### config.mk
export PLATFORM = sky130hd
export DESIGN_NAME = square_and_perfect_classifier
export DESIGN_NICKNAME = d
export VERILOG_FILES = /design/src/design/sapc_pkg.sv /design/src/design/square_and_perfect_classifier.sv /design/src/design/sapc_div.sv
export VERILOG_INCLUDE_DIRS = /design/src /design/src/design
export SDC_FILE = /design/constraint.sdc
export NUM_CORES = 1
export LEC_CHECK = 0
export BUFFER_PORTS_ARGS = -buffer_cell sky130_fd_sc_hd__buf_4
export CAP_MARGIN = 20
export CORE_UTILIZATION = 40
export CTS_CLUSTER_DIAMETER = 150
export DETAILED_ROUTE_END_ITERATION = 10
export GPL_TIMING_DRIVEN = 0
export PLACE_DENSITY = 0.63
export SLEW_MARGIN = 20
export SYNTH_ARGS = -nofsm -noshare
export SYNTH_HDL_FRONTEND = slang
export SYNTH_SLANG_ARGS = --single-unit
### constraint.sdc
create_clock -name clk -period 3.5 [get_ports clk]
set_input_delay 0.175 -clock clk [delete_from_list [all_inputs] [get_ports clk]]
set_output_delay 0.175 -clock clk [all_outputs]
set_load 0.02 [all_outputs]
### src/design/square_and_perfect_classifier_assert.svh
// ----------------------------------------------------------------------------
// Assertion macros for square_and_perfect_classifier
// Shorthand for clocked, reset-gated concurrent checks.
// ----------------------------------------------------------------------------
`ifndef SQUARE_AND_PERFECT_CLASSIFIER_ASSERT_SVH
`define SQUARE_AND_PERFECT_CLASSIFIER_ASSERT_SVH

// same-cycle implication
`define SAPC_ASSERT_IMP(lbl, ante, cons, msg) \
    lbl: assert property (@(posedge clk) disable iff (!rst_n) (ante) |-> (cons)) \
        else $error(msg);

// next-cycle implication
`define SAPC_ASSERT_NXT(lbl, ante, cons, msg) \
    lbl: assert property (@(posedge clk) disable iff (!rst_n) (ante) |=> (cons)) \
        else $error(msg);

`endif

### src/design/sapc_pkg.sv
// ----------------------------------------------------------------------------
// sapc_pkg
// Shared types and constants of the square and perfect number classifier.
// ----------------------------------------------------------------------------
`timescale 1ns / 1ps

package sapc_pkg;

    localparam int VALUE_BITS_DEF = 16;
    localparam int TALLY_BITS     = 16;
    localparam logic [TALLY_BITS-1:0] TALLY_MAX = '1;

    typedef enum logic [2:0] {
        ST_IDLE,
        ST_TEST,
        ST_DIV,
        ST_ADD,
        ST_FIN
    } sapc_state_t;

    typedef struct packed {
        logic done;
        logic rem_zero;
    } div_stat_t;

endpackage

### src/design/square_and_perfect_classifier.sv
// ----------------------------------------------------------------------------
// square_and_perfect_classifier
// Flags each signed value as perfect square and/or perfect number, with
// per-list running counts.
// ----------------------------------------------------------------------------
// A value v > 0 walks candidate divisors d = 1, 2, ... while d*d <= v; each
// candidate costs one pass through the shared bit-serial divider (states
// TEST and DIV) plus an ADD step that adds the cofactor; the FIN state then
// hands the result to the output register. Zero and negative values skip the
// divisor search and go straight to FIN. The input is ready only while the
// sequencer is idle; a finished result waits in the output register and the
// next value is taken meanwhile.
`timescale 1ns / 1ps

`include "square_and_perfect_classifier_assert.svh"

module square_and_perfect_classifier
    import sapc_pkg::*;
#(
    parameter int VALUE_BITS = VALUE_BITS_DEF
)
(
    input  logic                                         clk,
    input  logic                                         rst_n,
    input  logic                                         s_tvalid,
    output logic                                         s_tready,
    input  logic [((VALUE_BITS + 7) / 8) * 8 - 1:0]      s_tdata,  // value
    input  logic                                         s_tlast,
    output logic                                         m_tvalid,
    input  logic                                         m_tready,
    // echo_value, square_total, perfect_total
    output logic [((VALUE_BITS + 2 * TALLY_BITS + 7) / 8) * 8 - 1:0] m_tdata,
    output logic [1:0]                                   m_tuser,  // is_square, is_perfect
    output logic                                         m_tlast
);

    localparam int W   = VALUE_BITS;
    localparam int DW  = VALUE_BITS / 2 + 1;
    localparam int SW  = VALUE_BITS + 4;
    localparam int OW  = ((VALUE_BITS + 2 * TALLY_BITS + 7) / 8) * 8;

    sapc_state_t            state_reg, state_next;
    logic [W-1:0]           raw_reg, raw_next;
    logic                   last_reg, last_next;
    logic                   pos_reg, pos_next;
    logic [DW-1:0]          d_reg, d_next;
    logic [W:0]             dsq_reg, dsq_next;
    logic [SW-1:0]          sum_reg, sum_next;
    logic                   sq_reg, sq_next;
    logic                   rz_reg, rz_next;
    logic [W-1:0]           q_reg, q_next;
    logic [TALLY_BITS-1:0]  sq_tally_reg, sq_tally_next;
    logic [TALLY_BITS-1:0]  pf_tally_reg, pf_tally_next;

    logic                   m_tvalid_reg, m_tvalid_next;
    logic [W-1:0]           echo_out_reg, echo_out_next;
    logic                   sqf_out_reg, sqf_out_next;
    logic                   pff_out_reg, pff_out_next;
    logic [TALLY_BITS-1:0]  sqt_out_reg, sqt_out_next;
    logic [TALLY_BITS-1:0]  pft_out_reg, pft_out_next;
    logic                   last_out_reg, last_out_next;

    logic                   div_start;
    logic [W-1:0]           div_quot;
    div_stat_t              div_stat;
    logic                   load;
    logic                   pf_flag;
    logic [TALLY_BITS-1:0]  sq_inc;
    logic [TALLY_BITS-1:0]  pf_inc;

    sapc_div #(
        .DIVIDEND_BITS (W),
        .DIVISOR_BITS  (DW)
    ) u_div (
        .clk      (clk),
        .rst_n    (rst_n),
        .start    (div_start),
        .dividend (raw_reg),
        .divisor  (d_reg),
        .quot     (div_quot),
        .stat     (div_stat)
    );

    always_ff @(posedge clk or negedge rst_n)
    begin
        if (!rst_n)
        begin
            state_reg    <= ST_IDLE;
            sq_tally_reg <= '0;
            pf_tally_reg <= '0;
            m_tvalid_reg <= 1'b0;
        end
        else
        begin
            state_reg    <= state_next;
            sq_tally_reg <= sq_tally_next;
            pf_tally_reg <= pf_tally_next;
            m_tvalid_reg <= m_tvalid_next;
        end
    end

    always_ff @(posedge clk)
    begin
        raw_reg      <= raw_next;
        last_reg     <= last_next;
        pos_reg      <= pos_next;
        d_reg        <= d_next;
        dsq_reg      <= dsq_next;
        sum_reg      <= sum_next;
        sq_reg       <= sq_next;
        rz_reg       <= rz_next;
        q_reg        <= q_next;
        echo_out_reg <= echo_out_next;
        sqf_out_reg  <= sqf_out_next;
        pff_out_reg  <= pff_out_next;
        sqt_out_reg  <= sqt_out_next;
        pft_out_reg  <= pft_out_next;
        last_out_reg <= last_out_next;
    end

    assign pf_flag = pos_reg && (sum_reg == SW'({raw_reg, 1'b0}));
    assign sq_inc  = (sq_reg && sq_tally_reg != TALLY_MAX) ? sq_tally_reg + TALLY_BITS'(1)
                                                            : sq_tally_reg;
    assign pf_inc  = (pf_flag && pf_tally_reg != TALLY_MAX) ? pf_tally_reg + TALLY_BITS'(1)
                                                             : pf_tally_reg;

    always_comb
    begin
        state_next    = state_reg;
        raw_next      = raw_reg;
        last_next     = last_reg;
        pos_next      = pos_reg;
        d_next        = d_reg;
        dsq_next      = dsq_reg;
        sum_next      = sum_reg;
        sq_next       = sq_reg;
        rz_next       = rz_reg;
        q_next        = q_reg;
        sq_tally_next = sq_tally_reg;
        pf_tally_next = pf_tally_reg;
        echo_out_next = echo_out_reg;
        sqf_out_next  = sqf_out_reg;
        pff_out_next  = pff_out_reg;
        sqt_out_next  = sqt_out_reg;
        pft_out_next  = pft_out_reg;
        last_out_next = last_out_reg;
        div_start     = 1'b0;
        load          = 1'b0;
        s_tready      = 1'b0;

        case (state_reg)
            ST_IDLE:
            begin
                s_tready = 1'b1;
                if (s_tvalid)
                begin
                    raw_next  = s_tdata[W-1:0];
                    last_next = s_tlast;
                    pos_next  = !s_tdata[W-1] && (s_tdata[W-1:0] != '0);
                    sq_next   = (s_tdata[W-1:0] == '0);
                    d_next    = DW'(1);
                    dsq_next  = (W+1)'(1);
                    sum_next  = '0;
                    state_next = (!s_tdata[W-1] && (s_tdata[W-1:0] != '0)) ? ST_TEST
                                                                            : ST_FIN;
                end
            end
            ST_TEST:
            begin
                if (dsq_reg <= {1'b0, raw_reg})
                begin
                    div_start  = 1'b1;
                    state_next = ST_DIV;
                end
                else
                begin
                    state_next = ST_FIN;
                end
            end
            ST_DIV:
            begin
                if (div_stat.done)
                begin
                    rz_next = div_stat.rem_zero;
                    q_next  = div_quot;
                    if (div_stat.rem_zero)
                    begin
                        sum_next = sum_reg + SW'(d_reg);
                    end
                    if (dsq_reg == {1'b0, raw_reg})
                    begin
                        sq_next = 1'b1;
                    end
                    state_next = ST_ADD;
                end
            end
            ST_ADD:
            begin
                if (rz_reg && (q_reg != W'(d_reg)))
                begin
                    sum_next = sum_reg + SW'(q_reg);
                end
                dsq_next   = dsq_reg + (W+1)'({d_reg, 1'b1});
                d_next     = d_reg + DW'(1);
                state_next = ST_TEST;
            end
            ST_FIN:
            begin
                if (!m_tvalid_reg || m_tready)
                begin
                    load          = 1'b1;
                    echo_out_next = raw_reg;
                    sqf_out_next  = sq_reg;
                    pff_out_next  = pf_flag;
                    sqt_out_next  = sq_inc;
                    pft_out_next  = pf_inc;
                    last_out_next = last_reg;
                    sq_tally_next = last_reg ? '0 : sq_inc;
                    pf_tally_next = last_reg ? '0 : pf_inc;
                    state_next    = ST_IDLE;
                end
            end
            default:
            begin
                state_next = ST_IDLE;
            end
        endcase

        if (load)
        begin
            m_tvalid_next = 1'b1;
        end
        else if (m_tready)
        begin
            m_tvalid_next = 1'b0;
        end
        else
        begin
            m_tvalid_next = m_tvalid_reg;
        end
    end

    assign m_tvalid = m_tvalid_reg;
    assign m_tdata  = OW'({pft_out_reg, sqt_out_reg, echo_out_reg});
    assign m_tuser  = {pff_out_reg, sqf_out_reg};
    assign m_tlast  = last_out_reg;

    `SAPC_ASSERT_IMP(a_neg_no_flags, m_tvalid && echo_out_reg[W-1], m_tuser == 2'b00,
                     "negative value flagged")
    `SAPC_ASSERT_IMP(a_square_counted, m_tvalid && sqf_out_reg, sqt_out_reg != '0,
                     "square not counted")
    `SAPC_ASSERT_NXT(a_tally_clear, load && last_reg,
                     sq_tally_reg == '0 && pf_tally_reg == '0,
                     "tally not cleared at list end")

endmodule

### src/design/sapc_div.sv
// ----------------------------------------------------------------------------
// sapc_div
// Restoring divider, one quotient bit per cycle, shared by the divisor search.
// ----------------------------------------------------------------------------
`timescale 1ns / 1ps

module sapc_div
    import sapc_pkg::*;
#(
    parameter int DIVIDEND_BITS = VALUE_BITS_DEF,
    parameter int DIVISOR_BITS  = VALUE_BITS_DEF / 2 + 1
)
(
    input  logic                     clk,
    input  logic                     rst_n,
    input  logic                     start,
    input  logic [DIVIDEND_BITS-1:0] dividend,
    input  logic [DIVISOR_BITS-1:0]  divisor,
    output logic [DIVIDEND_BITS-1:0] quot,
    output div_stat_t                stat
);

    localparam int CW = $clog2(DIVIDEND_BITS + 1);

    logic                     busy_reg, busy_next;
    logic [CW-1:0]            cnt_reg, cnt_next;
    logic [DIVISOR_BITS-1:0]  rem_reg, rem_next;
    logic [DIVIDEND_BITS-1:0] quo_reg, quo_next;
    logic [DIVISOR_BITS:0]    trial;
    logic [DIVISOR_BITS:0]    diff;
    logic                     ge;

    always_ff @(posedge clk or negedge rst_n)
    begin
        if (!rst_n)
        begin
            busy_reg <= 1'b0;
            cnt_reg  <= '0;
        end
        else
        begin
            busy_reg <= busy_next;
            cnt_reg  <= cnt_next;
        end
    end

    always_ff @(posedge clk)
    begin
        rem_reg <= rem_next;
        quo_reg <= quo_next;
    end

    assign trial = {rem_reg, quo_reg[DIVIDEND_BITS-1]};
    assign ge    = trial >= {1'b0, divisor};
    assign diff  = trial - {1'b0, divisor};

    always_comb
    begin
        busy_next = busy_reg;
        cnt_next  = cnt_reg;
        rem_next  = rem_reg;
        quo_next  = quo_reg;
        if (start)
        begin
            busy_next = 1'b1;
            cnt_next  = CW'(DIVIDEND_BITS);
            rem_next  = '0;
            quo_next  = dividend;
        end
        else if (busy_reg)
        begin
            if (cnt_reg != '0)
            begin
                cnt_next = cnt_reg - CW'(1);
                rem_next = ge ? diff[DIVISOR_BITS-1:0] : trial[DIVISOR_BITS-1:0];
                quo_next = {quo_reg[DIVIDEND_BITS-2:0], ge};
            end
            else
            begin
                busy_next = 1'b0;
            end
        end
    end

    assign quot          = quo_reg;
    assign stat.done     = busy_reg && (cnt_reg == '0);
    assign stat.rem_zero = (rem_reg == '0);

endmodule

==> summary.txt, run 1 <==
Die
  – Die W: 166 um
  – Die H: 166 um
  – Starting density of the core: 41.0%
  – Boundary Pins: 74
  – Row count: 59
  – Die area: 0.0276 sq mm
  – Core outline area: 0.0263 sq mm

Clock tree
  – Clock Sinks: 200
  – H-tree Lvls: 4
  – Clk buf depth: 2
  – Clock slew at reported path FFs: 80 ps
  – CTS buffer count: 17
  – Clock Latency Late Sink: 440 ps
  – CTS Root Cell: clkbuf_16
  – TritonCTS clock tree: built

Timing
  – F_max: 297 MHz
  – Hold Slack: 101 ps
  – Max-slew violations: 0
  – # setup viols final: 0
  – Fin crit period: 3360 ps
  – Final Hold Viols: 0
  – Skew final: 11.5 ps
  – Final critical-path share of the clock period: 96.1%
  – RSZ-0062 raised after global routing: no
  – Worst Tran Pin Value: 789 ps
  – Final setup TNS: 0 ps
  – Max_slew headroom: 47.3%

Flow run
  – Max-Cap Viols: 0

Logic synthesis
  – Post-synthesis mux area share: 4.36%
  – Synth area leaders: edfxtp_1 (42%), dfrtp_1 (9.8%), ha_1 (6.4%)
  – Count of cell types in the netlist: 59
  – Post-synthesis compound-gate area fraction: 10.9%
  – Register area share after synthesis: 52.9%
  – Yosys warnings: 0
  – Synth Area in XOR/XNOR: 7.72%
  – Async SR Flop Fraction: 21.0%
  – Most frequent cell after synthesis: edfxtp_1
  – Largest family of logic cells by synthesized area: simple AND/OR/NAND/NOR gates
  – Netlist Area Pre-Place: 0.0108 sq mm
  – Mapped Cells: 966
  – Number of synthesized flops with an enable pin: 149
  – Share of the synthesized area in the top cell type: 41.5%
  – Synth Area in Adders: 6.94%
  – Syn_area_per_cell: 11.2 sq um
  – Synth area leader: edfxtp_1
  – Syn nets: 1045
  – Synth Area in Simple Gates: 14.0%
  – Main synth FF type: edfxtp_1
  – Synth cell count leaders: edfxtp_1 (149), nor2_1 (92), nand2_1 (70)
  – Number of synthesized register bits: 200

Setup path
  – CP Data Required Time: 3670 ps
  – Crit path DAT: 3540 ps
  – R2R depth: 12
  – Crit start category: flip-flop
  – Reg-to-reg slack, setup: 140 ps
  – FF-to-FF End: sum_reg[18]$_SDFFCE_PP0P_
  – CP max FO: 7
  – Crit path capture type: flip-flop
  – Critical path type: flip-flop to flip-flop
  – RR Startpoint: state_reg[1]$_DFFE_PN0P_

Cells and area
  – Fill count: 2407
  – Area grow syn2layout: 16.8%
  – Final net count: 1155
  – Fraction of layout cells with a size suffix above 1: 16.1%
  – Max reg flops: 20
  – N_diodes: 0

Drt
  – Final wirelength: 24700 um
  – Routed via count: 7622
  – Initial DRC count: 613
  – DR pass1 iterations: 10
  – DRC errors left: 13
  – Routed len/inst: 17.4 um
  – DR vias/cell: 5.35
  – Final ANT Viol Nets: 0

Placed design
  – HPWL Detailed: 17800 um
  – Port bufs: 73
  – Routability cong.: 0.848

Worst hold path
  – HP Start: m_tready
  – Hold path depth: 3
  – Worst Hold Class: primary input to flip-flop
  – Worst Hold End: m_tvalid$_DFFE_PN0P_

Global route
  – Total GRT Usage: 18.2%
  – Total grt overflow: 0
  – Number of global-route vias before repair: 7251
  – First-pass GRT wire length: 39100 um
  – Largest net degree at the start of global routing: 55
  – Initial antenna violation count: 0

Power and ir drop
  – Peak supply drop: 0.353 mV
  – Leakage power total: 5.02 nW
  – PwrDens: 808 mW/mm^2

Outcome
  – Status: complete, but fails checks
  – Violated checks: DRC
[worst max path at each step]
stage,start,end,slack [ps],depth (start not counted)
final,state_reg[1]$_DFFE_PN0P_,sum_reg[18]$_SDFFCE_PP0P_,140,12
after global routing,state_reg[1]$_DFFE_PN0P_,sum_reg[16]$_SDFFCE_PP0P_,0.1,12
after CTS,state_reg[1]$_DFFE_PN0P_,sum_reg[19]$_SDFFCE_PP0P_,20,12
after detailed placement,state_reg[1]$_DFFE_PN0P_,sum_reg[19]$_SDFFCE_PP0P_,-800,13
after global placement,state_reg[1]$_DFFE_PN0P_,sum_reg[19]$_SDFFCE_PP0P_,-750,13
after floorplan,state_reg[1]$_DFFE_PN0P_,sum_reg[19]$_SDFFCE_PP0P_,70,13
[placed cells by master, fill, tap and decap left out, drive strengths merged, types with 8 or more instances in the layout]
master and count:
a211oi 20, a21o 12, a21oi 33, a31oi 13
and3 24, buf 90, clkbuf 37, dfrtp 42
dfxtp 9, dlygate4sd3 18, edfxtp 149, ha 55
inv 50, mux2 26, mux2i 17, nand2 72
nand2b 11, nand3 22, nand4 19, nor2 92
nor2b 8, nor3 14, nor4 17, o21ai 56
o31ai 12, xnor2 50, xor2 45
[cell type report]
class | instances | area, sq um | area share (%)
clock buffer | 17 | 425 | 3.38
tap | 335 | 419 | 3.33
sequential | 200 | 5710 | 45.3
inverter | 42 | 160 | 1.27
timing repair buffer | 94 | 754 | 5.99
buffer | 34 | 181 | 1.44
multi-input combinational | 687 | 4790 | 38.1
clock inverter | 15 | 149 | 1.18
[report_power, final]
| part | switching [mW] | internal [mW] |
|---|---|---|
| Clock | 0.994 | 0.952 |
| Combinational | 2.38 | 1.76 |
| Sequential | 0.634 | 3.46 |
[metrics by stage]
step                util [%]  power, mW  setup WS, ps  instance area (sq um)  std cells
floorplan                  -       6.97          65.2                  10800        966
global placement        44.7       8.13          -754                  11700       1374
detailed placement      44.8       8.20          -803                  11800       1376
CTS                     47.8       10.2          21.0                  12600       1425
global route            47.9       10.8         0.137                  12600       1424
finish                  47.9       10.2           136                  12600       1424
[worst max-delay path: stages, from the launching register on]
cell and delay, ps:
dfrtp_1 440, nor2b_4 160, nand2_2 150, mux2_2 370, ha_1 230, fa_1 440, a211oi_1 310, o21bai_1 140
a21oi_2 230, o211ai_1 160, a31oi_2 260, or3_1 140, a21oi_1 60
[layer usage]
layer	track usage [%]	up-vias	wire length, um
li1	-	3774	-
met1	25.5	3674	12100
met2	29.3	157	11300
met3	2.91	17	991
met4	4.88	0	327
met5	0	-	0
[logic make-up (layout without fill, tap and decap cells)]
logic type	after synthesis	count (layout)
XOR/XNOR	95	95
multiplexers	43	43
AND/OR/NAND/NOR	307	307
AO/OA/AOI/OAI	184	184
flip-flops	200	200
adder cells (fa/ha/maj)	58	58
buffers and inverters	79	202
[repair_timing]
item,CTS,global route
hold buffers,18,0
resized for setup,9,5
hold endpoints to repair,59,0
setup endpoints to repair,56,6
buffers inserted,1,0
(Power assumes the default switching activity.)
==> inputs of run 2 (changes only) <==
PLACE_DENSITY = default   (was 0.63)
PLACE_DENSITY_LB_ADDON = 0.1   (was default)
==> summary.txt, run 2 (same netlist as run 1, synthesis figures left out) <==
Timing
  – Max_slew headroom: 46.6%
  – # setup viols final: 0
  – Final setup TNS: 0 ps
  – Skew final: 21.6 ps
  – Final Hold Viols: 0
  – Max-slew violations: 0
  – Final critical-path share of the clock period: 94.8%
  – Worst Tran Pin Value: 801 ps
  – RSZ-0062 raised after global routing: no
  – F_max: 302 MHz
  – Fin crit period: 3320 ps
  – Setup ws final: 184 ps
  – Hold Slack: 110 ps

Global route
  – Initial antenna violation count: 0
  – Total GRT Usage: 18.5%
  – Met3 Usage GRT: 3.00%
  – Met2 usage: 30.1%
  – First-pass GRT wire length: 39800 um
  – GR Util met1: 26.2%
  – Number of global-route vias before repair: 7181
  – Total grt overflow: 0
  – GR peak layer: met2
  – Largest net degree at the start of global routing: 55

Clock tree
  – Clk buf depth: 2
  – TritonCTS clock tree: built
  – Clock slew at reported path FFs: 80 ps
  – CTS Root Cell: clkbuf_16
  – Clock Sinks: 200
  – H-tree Lvls: 4
  – Clock Latency Late Sink: 440 ps
  – CTS buffer count: 17

Cells and area
  – Final Cell Area: 0.0126 sq mm
  – Fraction of layout cells with a size suffix above 1: 16.1%
  – Leading cell type in the layout, fill and taps excluded: edfxtp_1
  – Most frequent cells in the layout: edfxtp_1 (149), nor2_1 (92), buf_4 (79)
  – Seq. cell area: 0.00571 sq mm
  – Final net count: 1155
  – Multi-input gate area in the final layout: 0.00479 sq mm
  – Area grow syn2layout: 16.5%
  – Fill count: 2432
  – N_diodes: 0
  – Max reg flops: 20

Outcome
  – Status: complete, but fails checks
  – Violated checks: DRC

Setup path
  – Crit path DAT: 3500 ps
  – Crit path cell chain: nor2b_4 > nand2_2 > clkbuf_8 > mux2_2 > ha_2 > a211oi_1 > o211ai_1 > and3_1 > a211o_1 > a31oi_2 > o21ai_1 > mux2i_1
  – Crit start category: flip-flop
  – CP max-delay cell: dfrtp_2
  – Critical path type: flip-flop to flip-flop
  – CP Data Required Time: 3680 ps
  – Crit path max-delay family: compound AO/OA/AOI/OAI gates
  – Crit path capture type: flip-flop
  – CP max FO: 10
  – Critical Path Max Stage Delay: 450 ps
  – CP Buf/Inv Count: 1

Power and ir drop
  – Leakage power total: 5.00 nW
  – PwrDens: 804 mW/mm^2
  – Peak supply drop: 0.310 mV

Die
  – Starting density of the core: 41.0%
  – Row count: 59
  – Die H: 166 um
  – Core outline area: 0.0263 sq mm
  – Die area: 0.0276 sq mm
  – Die W: 166 um
  – Boundary Pins: 74

Placed design
  – DP Area: 0.0118 sq mm
  – Post-Place Worst Slack: -770 ps
  – HPWL Detailed: 18100 um
  – Port bufs: 73
  – Routability cong.: 0.809

Drt
  – Initial DRC count: 501
  – DRC errors left: 9
  – Final ANT Viol Nets: 0
  – Routed len/inst: 17.5 um
  – Final wirelength: 24900 um
  – DR pass1 iterations: 8
  – DR vias/cell: 5.27
  – Routed via count: 7507

Worst hold path
  – Worst Hold Class: primary input to flip-flop

Flow run
  – Max-Cap Viols: 0
[run 2: cell count changes in the layout (fill, tap and decap cells not counted), moves of 2 or more]
cell / delta
clkinv_8: -2
clkbuf_1: +2
inv_6: -2
inv_4: +2
clkinvlp_4: +2
[run 2: worst min-delay path, delay by kind of cell]
family	cells	cell delay, ps
and+or+nand+nor	2	260
buffers and inverters	1	70
[run 2: path summary, 6_finish.rpt]
check                                                to  cells after the start                startpoint  slack (ps)
hold / removal                     m_tvalid$_DFFE_PN0P_                      3                  m_tready         110
setup reg to reg              sum_reg[19]$_SDFFCE_PP0P_                     12  state_reg[1]$_DFFE_PN0P_         180
hold reg to reg                      q_reg[6]$_DFFE_PP_                      0   u_div.quot[6]$_DFFE_PP_         450
setup / recovery              sum_reg[19]$_SDFFCE_PP0P_                     12  state_reg[1]$_DFFE_PN0P_         180
max in group asynchronous      state_reg[1]$_DFFE_PN0P_                      2                     rst_n        2790
min in group asynchronous  pf_tally_reg[11]$_DFFE_PN0P_                      2                     rst_n         280
[run 2: where the power goes]
| group | internal (mW) | leakage, nW | switching, mW | total, mW |
|---|---|---|---|---|
| Clock | 0.937 | 0.266 | 0.948 | 1.89 |
| Sequential | 3.46 | 2.04 | 0.634 | 4.10 |
| Combinational | 1.75 | 2.69 | 2.37 | 4.12 |
[run 2: per-stage QoR]
stage	instances	power, mW	utilization, %
finish	1424	10.1	47.8
CTS	1424	10.2	47.7
floorplan	966	6.97	-
detailed placement	1376	8.23	44.8
global route	1424	10.8	47.8
global placement	1374	8.20	44.7
[run 2: what timing repair did]
| item | CTS | global route |
|---|---|---|
| hold buffers | 18 | 0 |
| buffers inserted | 1 | 0 |
| setup endpoints to repair | 30 | 24 |
| endpoints found under the hold margin | 59 | 0 |
| gates resized for setup | 8 | 7 |
[run 2: cell type report]
type | count | area share, %
sequential | 200 | 45.4
clock buffer | 19 | 3.45
buffer | 34 | 1.44
tap | 335 | 3.34
inverter | 42 | 1.28
clock inverter | 13 | 0.897
multi-input combinational | 687 | 38.2
timing repair buffer | 94 | 5.98
[run 2: per-layer routing]
layer,share of wire (%),vias to the layer above,routed length (um)
met1,49,3597,12300
met2,47,135,11800
met4,0.52,0,130
met5,0,-,0
met3,3.0,9,759
li1,-,3766,-
